**src/hdl/rmg_pkg.sv**
```systemverilog
package rmg_pkg;

	// input transaction fields
	typedef struct packed {
		logic [1:0]         action;
		logic [9:0]         visible_index;
		logic [4:0]         hidden_index;
		logic signed [15:0] weight_value;
		logic [7:0]         pixel_value;
		logic               last_pixel;
	} in_item_t;

	// result transaction fields
	typedef struct packed {
		logic        kind;
		logic [9:0]  unit_index;
		logic [15:0] activation;
		logic        last;
	} out_item_t;

	typedef enum logic [1:0] {
		ACT_WEIGHT = 2'd0,
		ACT_PIXEL  = 2'd1,
		ACT_READ   = 2'd2
	} action_t;

	typedef enum logic [1:0] {
		CMD_WEIGHT = 2'd0,
		CMD_PIXEL  = 2'd1,
		CMD_READ   = 2'd2
	} cmd_op_t;

	// classified command handed from front to back
	typedef struct packed {
		cmd_op_t     op;
		logic        store;
		logic        start;
		logic [9:0]  vidx;
		logic [15:0] waddr;
		logic [15:0] data;
	} cmd_t;

	typedef enum logic [2:0] {
		ST_CLEAR,
		ST_IDLE,
		ST_READ,
		ST_HMAC,
		ST_HACT,
		ST_VMAC,
		ST_VACT,
		ST_EMIT
	} st_t;

	// register indexes (paddr[2])
	localparam logic REG_INV_TEMP = 1'b0;
	localparam logic REG_FREE_RUN = 1'b1;

	localparam logic [15:0] INV_TEMP_RESET = 16'd2560;
	localparam logic [3:0]  FREE_RUN_RESET = 4'd2;

	localparam int QUEUE_DEPTH = 4;
	localparam int QPW         = 2;

	// ceil(2^31 / 255): exact floor division by 255 for 23-bit dividends
	localparam logic [23:0] PIX_RECIP = 24'd8421505;

endpackage

```
**src/hdl/rmg_front.sv**
```systemverilog
module rmg_front #(
	parameter int VISIBLE_UNITS = 784,
	parameter int HIDDEN_UNITS  = 20
) (
	input  logic              in_valid,
	output logic              in_ready,
	input  rmg_pkg::in_item_t in_data,
	input  logic              q_full,
	input  logic              cleared,
	output logic              q_push,
	output rmg_pkg::cmd_t     q_cmd
);

	import rmg_pkg::*;

	logic        accept;
	logic        vi_ok;
	logic        hi_ok;
	logic        keep;
	logic [22:0] pix_x;
	logic [46:0] pix_prod;

	assign in_ready = !q_full && cleared;
	assign accept   = in_valid && in_ready;
	assign vi_ok    = int'(in_data.visible_index) < VISIBLE_UNITS;
	assign hi_ok    = int'(in_data.hidden_index) < HIDDEN_UNITS;

	// pixel * 32768 / 255, rounded, via reciprocal multiply
	assign pix_x    = {in_data.pixel_value, 15'd0} + 23'd127;
	assign pix_prod = 47'(pix_x) * 47'(PIX_RECIP);

	// classify the transaction into a command, or drop it
	always_comb begin
		keep        = 1'b0;
		q_cmd.op    = CMD_WEIGHT;
		q_cmd.store = 1'b0;
		q_cmd.start = 1'b0;
		q_cmd.vidx  = in_data.visible_index;
		q_cmd.waddr = 16'(int'(in_data.visible_index) * HIDDEN_UNITS
			+ int'(in_data.hidden_index));
		q_cmd.data  = in_data.weight_value;
		unique case (action_t'(in_data.action))
			ACT_WEIGHT: begin
				keep        = vi_ok && hi_ok;
				q_cmd.store = 1'b1;
			end
			ACT_PIXEL: begin
				keep        = vi_ok || in_data.last_pixel;
				q_cmd.op    = CMD_PIXEL;
				q_cmd.store = vi_ok;
				q_cmd.start = in_data.last_pixel;
				q_cmd.data  = pix_prod[46:31];
			end
			ACT_READ: begin
				keep     = vi_ok;
				q_cmd.op = CMD_READ;
			end
			default: keep = 1'b0;
		endcase
	end

	assign q_push = accept && keep;

endmodule

```
**config.mk**
```make
export PLATFORM = sky130hd
export DESIGN_NAME = rmg_front
export DESIGN_NICKNAME = d
export VERILOG_FILES = /design/src/hdl/rmg_pkg.sv /design/src/hdl/rmg_front.sv
export SDC_FILE = /design/constraint.sdc
export NUM_CORES = 1
export LEC_CHECK = 0
export BUFFER_PORTS_ARGS = -buffer_cell sky130_fd_sc_hd__buf_2
export CAP_MARGIN = 20
export CORE_AREA = 5 5 72 74
export DETAILED_ROUTE_END_ITERATION = 8
export DIE_AREA = 0 0 77 79
export PLACE_DENSITY_LB_ADDON = 0.1
export SLEW_MARGIN = 20
export SYNTH_ARGS = -nofsm -noshare
export SYNTH_HDL_FRONTEND = slang
export SYNTH_SLANG_ARGS = --single-unit
```
**constraint.sdc**
```tcl
create_clock -name vclk -period 3.4
set_input_delay 0.34 -clock vclk [all_inputs]
set_output_delay 0.34 -clock vclk [all_outputs]
set_load 0.02 [all_outputs]
```
==> results.json <==
{
  "yosysWarnings": 0,
  "row_count": 25,
  "syn_area_per_cell_um2": 7.61,
  "grt_first_pass_wirelength_um": 10700,
  "peakVddDrop_v": 0.000122,
  "final_cell_area_um2": 3340,
  "syn-num-nets": 399,
  "final_nets": 509,
  "seqPwrFrac_pct": 0,
  "grt.overflow.total": 0,
  "power.internal_uw": 333,
  "hold_path.class": "in -> out",
  "grt_antenna_before_repair": 0,
  "grt_max_degree": 22,
  "setup_violations": 1,
  "start_util_pct": 49.5,
  "synth-simple-area-share_pct": 23.0,
  "synth_mux_area_share_pct": 0,
  "start_kind": "input port",
  "syn_area_um2": 2250,
  "placement.io_buffers": 88,
  "place_congestion": 0.882,
  "drv_cap": 0,
  "fin_crit_sh_pct": 101,
  "holdWs_ns": 0.680,
  "synth_seq_area_share_pct": 0,
  "post-route-util_pct": 73.6,
  "cellPowerDensity_nw_per_um2": 219,
  "seq_cell_count": 0,
  "relSlewSlack_pct": 66.3,
  "final_common_cell": "buf_2",
  "synth_compound_area_share_pct": 24.9,
  "final_layout_size_suffix_gt1_share_pct": 45.4,
  "synth.distinct_cells": 55,
  "vias": 2613,
  "combPwrFrac_pct": 100.0,
  "synthAdderAreaFrac_pct": 33.5,
  "drt_first_pass_iters": 4,
  "setup_ws_ns": -0.0252,
  "crit_path_max_fanout": 5,
  "cts-hold-fix-buffers": 0,
  "crit_type": "in -> out",
  "fin_crit_ns": 3.43,
  "crit_required_ns": 3.06,
  "fmax_ghz": 0.292,
  "drc": 0,
  "wl_um": 7150,
  "seq_area_um2": 0,
  "synth_top_family_by_area": "adder cells",
  "routedWlPerCell_um": 15.6,
  "area_growth_pct": 48.7,
  "arrival_ns": 3.09,
  "syn_inst": 295,
  "place_area_um2": 2830,
  "layout_common_cells": "77 x buf_2, 44 x buf_4, 33 x ha_1",
  "clock_buffers": 0,
  "detail-route-antenna-nets": 0,
  "via_per_inst": 5.72,
  "core_um2": 4540,
  "endpoint_kind": "primary output",
  "totalPowerFinal_uw": 730,
  "violations": "setup timing",
  "finalHoldViolations": 0,
  "pin_count": 93,
  "hpwl_um": 5410,
  "grt_pass1_vias": 2433,
  "drtIter0Drc": 95,
  "status": "finished, violations left",
  "p_leak_uw": 0.00160,
  "die_area_um2": 6080,
  "die_h_um": 79,
  "fillers": 349,
  "synthXorXnorAreaFrac_pct": 9.25,
  "die-width_um": 77,
  "n_antenna_cell": 0,
  "grt_usage_pct": 20.3,
  "worstMarginPinSlew_ns": 0.504,
  "slew_violations": 0,
  "swShare_pct": 54.4,
  "p_clk_share_pct": 0,
  "p_sw_uw": 397
}
worst max-delay path: stages:
cell and delay (ns):
buf_4 0.14, ha_4 0.16, xor2_2 0.17, buf_4 0.15
xnor2_1 0.13, ha_1 0.38, and3_4 0.22, and2_4 0.13
a22oi_2 0.06, o21a_4 0.23, or4_1 0.52, a31oi_1 0.25
buf_4 0.19
cell usage after synthesis, types with 2 or more instances:
cell type,instances,area [um^2]
nor2b_1,5,31.3
nand3_1,7,35.0
a21o_1,5,37.5
a31oi_1,6,37.5
o31ai_1,5,37.5
a31o_2,2,17.5
fa_1,2,40.0
xor2_1,6,52.6
and3_1,5,31.3
o21ai_1,3,15.0
nor2_1,16,60.1
nor3_2,2,20.0
clkbuf_1,3,11.3
and2_1,5,31.3
nand2b_1,3,18.8
a221oi_1,2,17.5
or4_1,5,37.5
o211ai_1,4,30.0
o21ai_0,12,60.1
inv_1,22,82.6
nand2_1,27,101
o21a_1,2,15.0
nor4_1,2,12.5
a21oi_1,20,100
or3_1,5,31.3
nand4_1,2,12.5
buf_4,15,113
nor3_1,6,30.0
ha_1,57,713
xnor2_1,14,123
cell type report:
type               instances  area, um^2  share of cell area, %
inverters                 22        82.6                   2.47
multi-input cells        256        2420                   72.6
well taps                 54        67.6                   2.02
repair buffers           125         766                   22.9
what timing repair did:
action	4_1_cts	5_1_grt
resized for setup	7	56
setup endpoints to repair	3	15
buffers inserted	2	10
gates cloned	0	1
pin swaps	3	25
cell families (layout without fill, tap and decap cells):
logic type | count (synthesis) | count (layout)
other | 1 | 1
XOR/XNOR | 22 | 22
AND/OR/NAND/NOR | 95 | 95
adder cells (fa/ha/maj) | 59 | 59
buffers and inverters | 40 | 147
AO/OA/AOI/OAI | 78 | 79
power by group through the flow:
stage	sequential [uW]	combinational, uW	clock, uW
4_1_cts	0	630	0
6_report	0	730	0
5_1_grt	0	799	0
3_3_place_gp	0	602	0
3_5_place_dp	0	609	0
2_1_floorplan	0	418	0
final timing paths:
path	slack, ns	cells past startpoint	to	from
max	-0.03	13	q_cmd[12]	in_data[1]
min	0.68	0	q_cmd[16]	in_data[25]
metrics by stage:
step | instances | worst slack (ns) | TNS (ns)
6_report | 457 | -0.0252 | -0.0252
5_1_grt | 457 | -0.0663 | -0.134
4_1_cts | 447 | 0.0116 | 0
3_5_place_dp | 445 | -0.0617 | -0.0868
3_3_place_gp | 445 | -0.0366 | -0.0366
2_1_floorplan | 295 | 0.0762 | 0
per-layer routing:
| layer | GRT usage (%) | vias up | share of wire [%] |
|---|---|---|---|
| met5 | 0 | - | 0 |
| met4 | 3.61 | 0 | 2.6 |
| met3 | 1.93 | 18 | 5.4 |
| met2 | 41.7 | 93 | 52 |
| met1 | 22.3 | 1213 | 40 |
| li1 | - | 1289 | - |
(Power assumes the default switching activity.)
