$ cat config.mk
export PLATFORM = sky130hd
export DESIGN_NAME = rmg_fifo
export DESIGN_NICKNAME = d
export VERILOG_FILES = /design/src/hdl/rmg_pkg.sv /design/src/hdl/rmg_fifo.sv
export SDC_FILE = /design/constraint.sdc
export NUM_CORES = 1
export LEC_CHECK = 0
export BUFFER_PORTS_ARGS = -buffer_cell sky130_fd_sc_hd__buf_2
export CAP_MARGIN = 20
export CORE_MARGIN = 10
export CORE_UTILIZATION = 57
export CTS_CLUSTER_SIZE = 25
export DETAILED_ROUTE_END_ITERATION = 6
export PLACE_DENSITY = 0.89
export SLEW_MARGIN = 40
export SYNTH_ARGS = -nofsm -noshare
export SYNTH_HDL_FRONTEND = slang
export SYNTH_SLANG_ARGS = --single-unit
$ cat constraint.sdc
create_clock -name clk -period 2.4 [get_ports clk]
set_clock_uncertainty 0.05 [all_clocks]
set_input_delay 0.12 -clock clk [delete_from_list [all_inputs] [get_ports clk]]
set_output_delay 0.12 -clock clk [all_outputs]
set_load 0.02 [all_outputs]
$ cat src/hdl/rmg_pkg.sv
package rmg_pkg;

	// input transaction fields
	typedef struct packed {
		logic [1:0]         action;
		logic [9:0]         visible_index;
		logic [4:0]         hidden_index;
		logic signed [15:0] weight_value;
		logic [7:0]         pixel_value;
		logic               last_pixel;
	} in_item_t;

	// result transaction fields
	typedef struct packed {
		logic        kind;
		logic [9:0]  unit_index;
		logic [15:0] activation;
		logic        last;
	} out_item_t;

	typedef enum logic [1:0] {
		ACT_WEIGHT = 2'd0,
		ACT_PIXEL  = 2'd1,
		ACT_READ   = 2'd2
	} action_t;

	typedef enum logic [1:0] {
		CMD_WEIGHT = 2'd0,
		CMD_PIXEL  = 2'd1,
		CMD_READ   = 2'd2
	} cmd_op_t;

	// classified command handed from front to back
	typedef struct packed {
		cmd_op_t     op;
		logic        store;
		logic        start;
		logic [9:0]  vidx;
		logic [15:0] waddr;
		logic [15:0] data;
	} cmd_t;

	typedef enum logic [2:0] {
		ST_CLEAR,
		ST_IDLE,
		ST_READ,
		ST_HMAC,
		ST_HACT,
		ST_VMAC,
		ST_VACT,
		ST_EMIT
	} st_t;

	// register indexes (paddr[2])
	localparam logic REG_INV_TEMP = 1'b0;
	localparam logic REG_FREE_RUN = 1'b1;

	localparam logic [15:0] INV_TEMP_RESET = 16'd2560;
	localparam logic [3:0]  FREE_RUN_RESET = 4'd2;

	localparam int QUEUE_DEPTH = 4;
	localparam int QPW         = 2;

	// ceil(2^31 / 255): exact floor division by 255 for 23-bit dividends
	localparam logic [23:0] PIX_RECIP = 24'd8421505;

endpackage

$ cat src/hdl/rmg_fifo.sv
module rmg_fifo (
	input  logic          clk,
	input  logic          arst_n,
	input  logic          push,
	input  rmg_pkg::cmd_t push_data,
	output logic          full,
	input  logic          pop,
	output rmg_pkg::cmd_t pop_data,
	output logic          empty
);

	import rmg_pkg::*;

	cmd_t           mem_q [QUEUE_DEPTH];
	logic [QPW-1:0] wr_q;
	logic [QPW-1:0] rd_q;
	logic [QPW:0]   cnt_q;

	assign full     = cnt_q == (QPW+1)'(QUEUE_DEPTH);
	assign empty    = cnt_q == '0;
	assign pop_data = mem_q[rd_q];

	// pointers and fill level
	always_ff @(posedge clk or negedge arst_n) begin
		if (!arst_n) begin
			wr_q  <= '0;
			rd_q  <= '0;
			cnt_q <= '0;
		end else begin
			if (push) begin
				wr_q <= wr_q + 1'b1;
			end
			if (pop) begin
				rd_q <= rd_q + 1'b1;
			end
			if (push && !pop) begin
				cnt_q <= cnt_q + 1'b1;
			end else if (pop && !push) begin
				cnt_q <= cnt_q - 1'b1;
			end
		end
	end

	always_ff @(posedge clk) begin
		if (push) begin
			mem_q[wr_q] <= push_data;
		end
	end

endmodule

==> flow_summary.yaml, run 1 <==
outcome:
  status: "completed"
timing:
  slew_headroom_pct: 73.39
  setup_viol: 0
  grt_setup_unrepaired: "false"
  post-route-period-util_pct: 94.82
  slew_violations: 0
  finalCriticalPeriod_ns: 2.276
  final.setup.tns_ns: 0
  max_freq_mhz: 439.4
  hold_viol: 0
  hold-worst-slack_ns: 0.3945
  worst_slew_pin_slew_ns: 0.3992
clock_tree:
  ctsRootBufferMaster: "clkbuf_16"
  cts_tree: "done"
  h-tree-depth: 4
  cts-resized-gates: 0
  clock_latency_ns: 0.43
  clk_path_buf_depth: 2
  clock_sinks: 191
  post_cts_buffers: 0
  path_clk_slew_ns: 0.06
  cts_hold_buf: 50
  numCtsBuffers: 17
critical_path:
  endpoint_kind: "primary output"
  reg2regPathDepth: 4
  crit_required_ns: 2.23
  cp.depth: 3
  worst-setup-path-type: "reg2out"
  worstPathBufferInverterCount: 2
  cp_slowest_cell: "dfrtp_4"
  path_cells: "buf_4 > mux4_2 > buf_2"
  crit_family: "flip-flops"
  crit_path_max_fanout: 17
  max_stage_delay_ns: 0.64
  cp.arrival_ns: 2.11
  start_kind: "flip-flop"
placed_design:
  io_buffers: 97
  gp_congestion: 0.6989
  placed_cells: 541
  dp_hpwl_um: 8458
floorplanning:
  design.portCount: 98
  core_um2: 12060
  fp.dieW_um: 131.0
  dieArea_um2: 17160
  row_count: 40
  floorplan.initialDensity_pct: 58.24
  die_h_um: 131.0
drt:
  drt_first_pass_iters: 4
  wl_per_cell_um: 22.46
  drc: 0
  ant_nets: 0
  via_per_inst: 5.460
  via_count: 3407
  wl_um: 14020
  drt_iter0_markers: 395
synthesis:
  synth_cells: 274
  syn_area_um2: 7024
  ys_ff_latch: 191
  synth.most_common_cell: "edfxtp_1"
  yosys-top-cells-count: "edfxtp_1 (184), mux4_2 (46), dfrtp_1 (7)"
  ys_seq_area_share_pct: 81.15
  synth_area_leader_cell: "edfxtp_1"
  ys_warn_count: 0
  synth_area_per_cell_um2: 25.64
  synthDistinctLibCells: 19
  synth_flop_cell: "edfxtp_1"
  synth-async-reset-ratio_pct: 3.665
  synth_area_leaders: "edfxtp_1 (79%), mux4_2 (15%), dfrtp_1 (2.5%)"
  syn_nets: 330
  synth_top_area_share_pct: 78.66
  synth_edf_count: 184
power:
  total_power_mw: 10.99
  p_per_area_nw_per_um2: 1234
  max-vdd-ir-drop_v: 0.0008396
  leakagePower_nw: 3.147
layout:
  utilization_pct: 73.82
  fill_cells: 684
  nets: 498
  multi_input_area_um2: 1241
  fin_cells: 624
  area_growth_pct: 26.75
  drive_above_1_share_pct: 42.20
  final-seq-area_um2: 5705
flow_run:
  maxCapViolCount: 0
global_route:
  grt_pass1_vias: 3806
  antenna_found_initial: 0
  grt_use_total_pct: 17.64
  grt_pass1_wl_um: 21930
  overflow: 0
  grt_max_degree: 40
worst_hold_path:
  hp-class: "in2reg"
  hold_depth: 3
[path summary, 6_finish.rpt]
check	start	end	slack [ns]
hold reg to reg	cnt_q[2]	cnt_q[2]	0.45
setup reg to reg	wr_q[1]	mem_q[1][16]	0.80
min in group asynchronous	arst_n	cnt_q[2]	0.62
hold / removal	pop	rd_q[0]	0.39
max in group asynchronous	arst_n	rd_q[0]	1.40
setup / recovery	rd_q[0]	pop_data[38]	0.12
[worst min-delay path: stages]
cell           delay (ns)
dlygate4sd3_1        0.52
buf_2                0.13
xor2_1               0.07
[per-layer routing]
| layer | GRT usage (%) | part of all wire [%] | vias to the layer above |
|---|---|---|---|
| met5 | 0 | 0 | - |
| met4 | 7.260 | 1.7 | 0 |
| met3 | 4.795 | 6.6 | 20 |
| met2 | 28.42 | 51 | 136 |
| met1 | 22.37 | 40 | 1753 |
| li1 | - | - | 1498 |
[cells by family after synthesis]
group / Yosys count / synth area share, %
simple gates: 9 / 0.6946
compound gates: 1 / 0.07118
flops: 191 / 81.15
mux: 47 / 14.91
fa+ha+maj: 6 / 1.176
xor+xnor: 6 / 0.7481
buf+inv: 14 / 1.247
[where the power goes]
group	leakage [nW]	switching, mW	internal (mW)
Clock	0.306	1.12	1.83
Combinational	1.07	1.92	1.45
Sequential	1.77	0.297	4.38
Total	3.15	3.33	7.66
[through the flow]
stage                     setup slack, ns  cell area, um2
after CTS                         0.08831            8901
final                              0.1244            8904
after detailed placement           0.5616            7772
after global placement             0.5665            7772
after floorplan                    0.2240            7024
after global routing             0.001171            8901
[cells in the final DEF, fill, tap and decap left out, types with 4 or more instances in the layout]
cell type	n
buf_4	10
xor2_1	4
dfrtp_1	5
clkinv_2	6
mux4_2	46
ha_1	5
buf_2	97
edfxtp_1	184
clkbuf_16	17
and2_2	4
inv_1	4
dlygate4sd3_1	50
bufinv_16	5
[area by class of cell]
cell class | count | share of cell area, %
clock inverters | 13 | 2.192
multi-input cells | 69 | 13.94
clock buffers | 19 | 4.862
inverters | 4 | 0.1686
well taps | 168 | 2.361
flip-flops and latches | 191 | 64.08
repair buffers | 159 | 12.37
diodes | 1 | 0.02811
[flip-flops by register name, indices dropped and copies added, names as in the netlist]
register  flops
mem_q       184
cnt_q         3
rd_q          2
wr_q          2
No activity file was read; power rests on OpenSTA's default activity.
==> run 2: changes to the inputs <==
clock period = 2.3 ns   (was 2.4 ns; I/O delays follow)
==> flow_summary.yaml, run 2 (synthesis gave the netlist of run 1 again) <==
outcome:
  status: "completed"
critical_path:
  crit_path_max_fanout: 20
  reg2regPathDepth: 4
  rr_endpoint: "mem_q[2][32]"
  crit_required_ns: 2.13
  path_cells: "buf_12 > mux4_2 > buf_2"
  max_stage_delay_ns: 0.55
  start_kind: "flip-flop"
  endpoint_kind: "primary output"
  cp_slowest_cell: "mux4_2"
  r2r_start: "wr_q[0]"
  reg2reg_slack_ns: 0.58
  cp.arrival_ns: 1.90
  worst-setup-path-type: "reg2out"
timing:
  setup_slack_ns: 0.2324
  post-route-period-util_pct: 89.90
  setup_viol: 0
  hold-worst-slack_ns: 0.3897
  worst_slew_pin_slew_ns: 0.4207
  hold_viol: 0
  slew_violations: 0
  max_freq_mhz: 483.6
  final.setup.tns_ns: 0
  finalCriticalPeriod_ns: 2.068
  grt_setup_unrepaired: "false"
  slew_headroom_pct: 71.96
placed_design:
  place_ws_ns: 0.4790
  dp_hpwl_um: 8309
  placed_cells: 540
  gp_congestion: 0.6931
  io_buffers: 97
worst_hold_path:
  hp-class: "in2reg"
  min-delay-start: "push_data[34]"
  hold_end: "mem_q[2][34]"
  hold_depth: 2
clock_tree:
  h-tree-depth: 4
  cts_tree: "done"
  clk_path_buf_depth: 2
  numCtsBuffers: 17
  clock_latency_ns: 0.42
  path_clk_slew_ns: 0.07
  ctsRootBufferMaster: "clkbuf_16"
  clock_sinks: 191
layout:
  final_common_cell: "edfxtp_1"
  largest_registers: "mem_q (184), cnt_q (3)"
  area_growth_pct: 28.16
  nets: 503
  largest_reg_flops: 184
  fill_cells: 645
  mostFrequentLayoutCells: "edfxtp_1 (184), buf_2 (97), dlygate4sd3_1 (50)"
  fin_cells: 629
  drive_above_1_share_pct: 42.83
  largest_register: "mem_q"
drt:
  drt_iter0_markers: 205
  routed-wl-met3_um: 822
  via_count: 3364
  ant_nets: 0
  wl_um: 13400
  via_per_inst: 5.348
  drt_first_pass_iters: 5
  wl_met2_um: 6890
  top_layer: "met4"
  wl_per_cell_um: 21.30
  drc: 0
  route.layer.met1.wl_um: 5561
power:
  p_per_area_nw_per_um2: 1300
  max-vdd-ir-drop_v: 0.0008019
  leakagePower_nw: 3.188
global_route:
  antenna_found_initial: 0
  overflow: 0
  grt_use_total_pct: 16.52
  grt_max_degree: 37
  grt_pass1_wl_um: 20750
  grt_pass1_vias: 3687
floorplanning:
  row_count: 40
  core_um2: 12060
  fp.dieW_um: 131.0
  floorplan.initialDensity_pct: 58.24
  design.portCount: 98
  dieArea_um2: 17160
  die_h_um: 131.0
flow_run:
  maxCapViolCount: 0
-- run 2: cell count changes in the layout (fill, tap and decap cells not counted), sizes merged --
cell | previous run | this run
bufinv | 5 | 6
buf | 109 | 114
clkinv | 6 | 5
inv | 4 | 6
clkbuf | 19 | 17
-- run 2: worst max-delay path by stage --
stage,depth (start not counted),to,startpoint
2_1_floorplan,3,mem_q[2][0],wr_q[0]
3_3_place_gp,3,pop_data[13],rd_q[0]
3_5_place_dp,3,pop_data[24],rd_q[0]
4_1_cts,3,pop_data[24],rd_q[0]
5_1_grt,3,pop_data[44],rd_q[1]
6_report,3,pop_data[44],rd_q[0]
-- run 2: metrics by stage --
stage	total power [mW]	utilization (%)	area, um2
2_1_floorplan	7.247	-	7024
3_3_place_gp	8.356	64.59	7790
3_5_place_dp	8.436	64.59	7790
4_1_cts	11.75	74.24	8955
5_1_grt	12.22	74.62	9000
6_report	11.70	74.64	9002
-- run 2: cell type report --
type | instances | area, um2 | share of cell area (%)
antenna | 1 | 2.502 | 0.02780
clock buffer | 17 | 425.4 | 4.726
clock inverter | 15 | 239.0 | 2.655
inverter | 4 | 15.01 | 0.1668
multi-input combinational | 69 | 1241 | 13.79
sequential | 191 | 5705 | 63.38
tap | 168 | 210.2 | 2.335
timing repair buffer | 164 | 1164 | 12.93
-- run 2: timing repair --
item | in CTS | in global routing
endpoints found under the hold margin | 195 | 0
endpoints found under the setup margin | 0 | 19
hold buffers | 50 | 0
buffers inserted | 0 | 6
resized for setup | 0 | 0
-- run 2: critical path: cells and delay by family (launching register included) --
family	cells	cell delay, ns
flip-flops	1	0.51
multiplexers	1	0.55
buffers and inverters	2	0.41
-- run 2: metal layers --
| layer | track usage, % | vias to the layer above |
|---|---|---|
| met3 | 4.754 | 11 |
| met5 | 0 | - |
| met4 | 6.802 | 0 |
| met1 | 21.10 | 1711 |
| met2 | 26.25 | 134 |
| li1 | - | 1508 |
-- run 2: where the power goes --
part           internal [mW]  switching [mW]  leakage, nW
registers               4.56           0.282         1.77
clock network           2.03            1.20        0.319
logic                   1.59            2.03         1.10
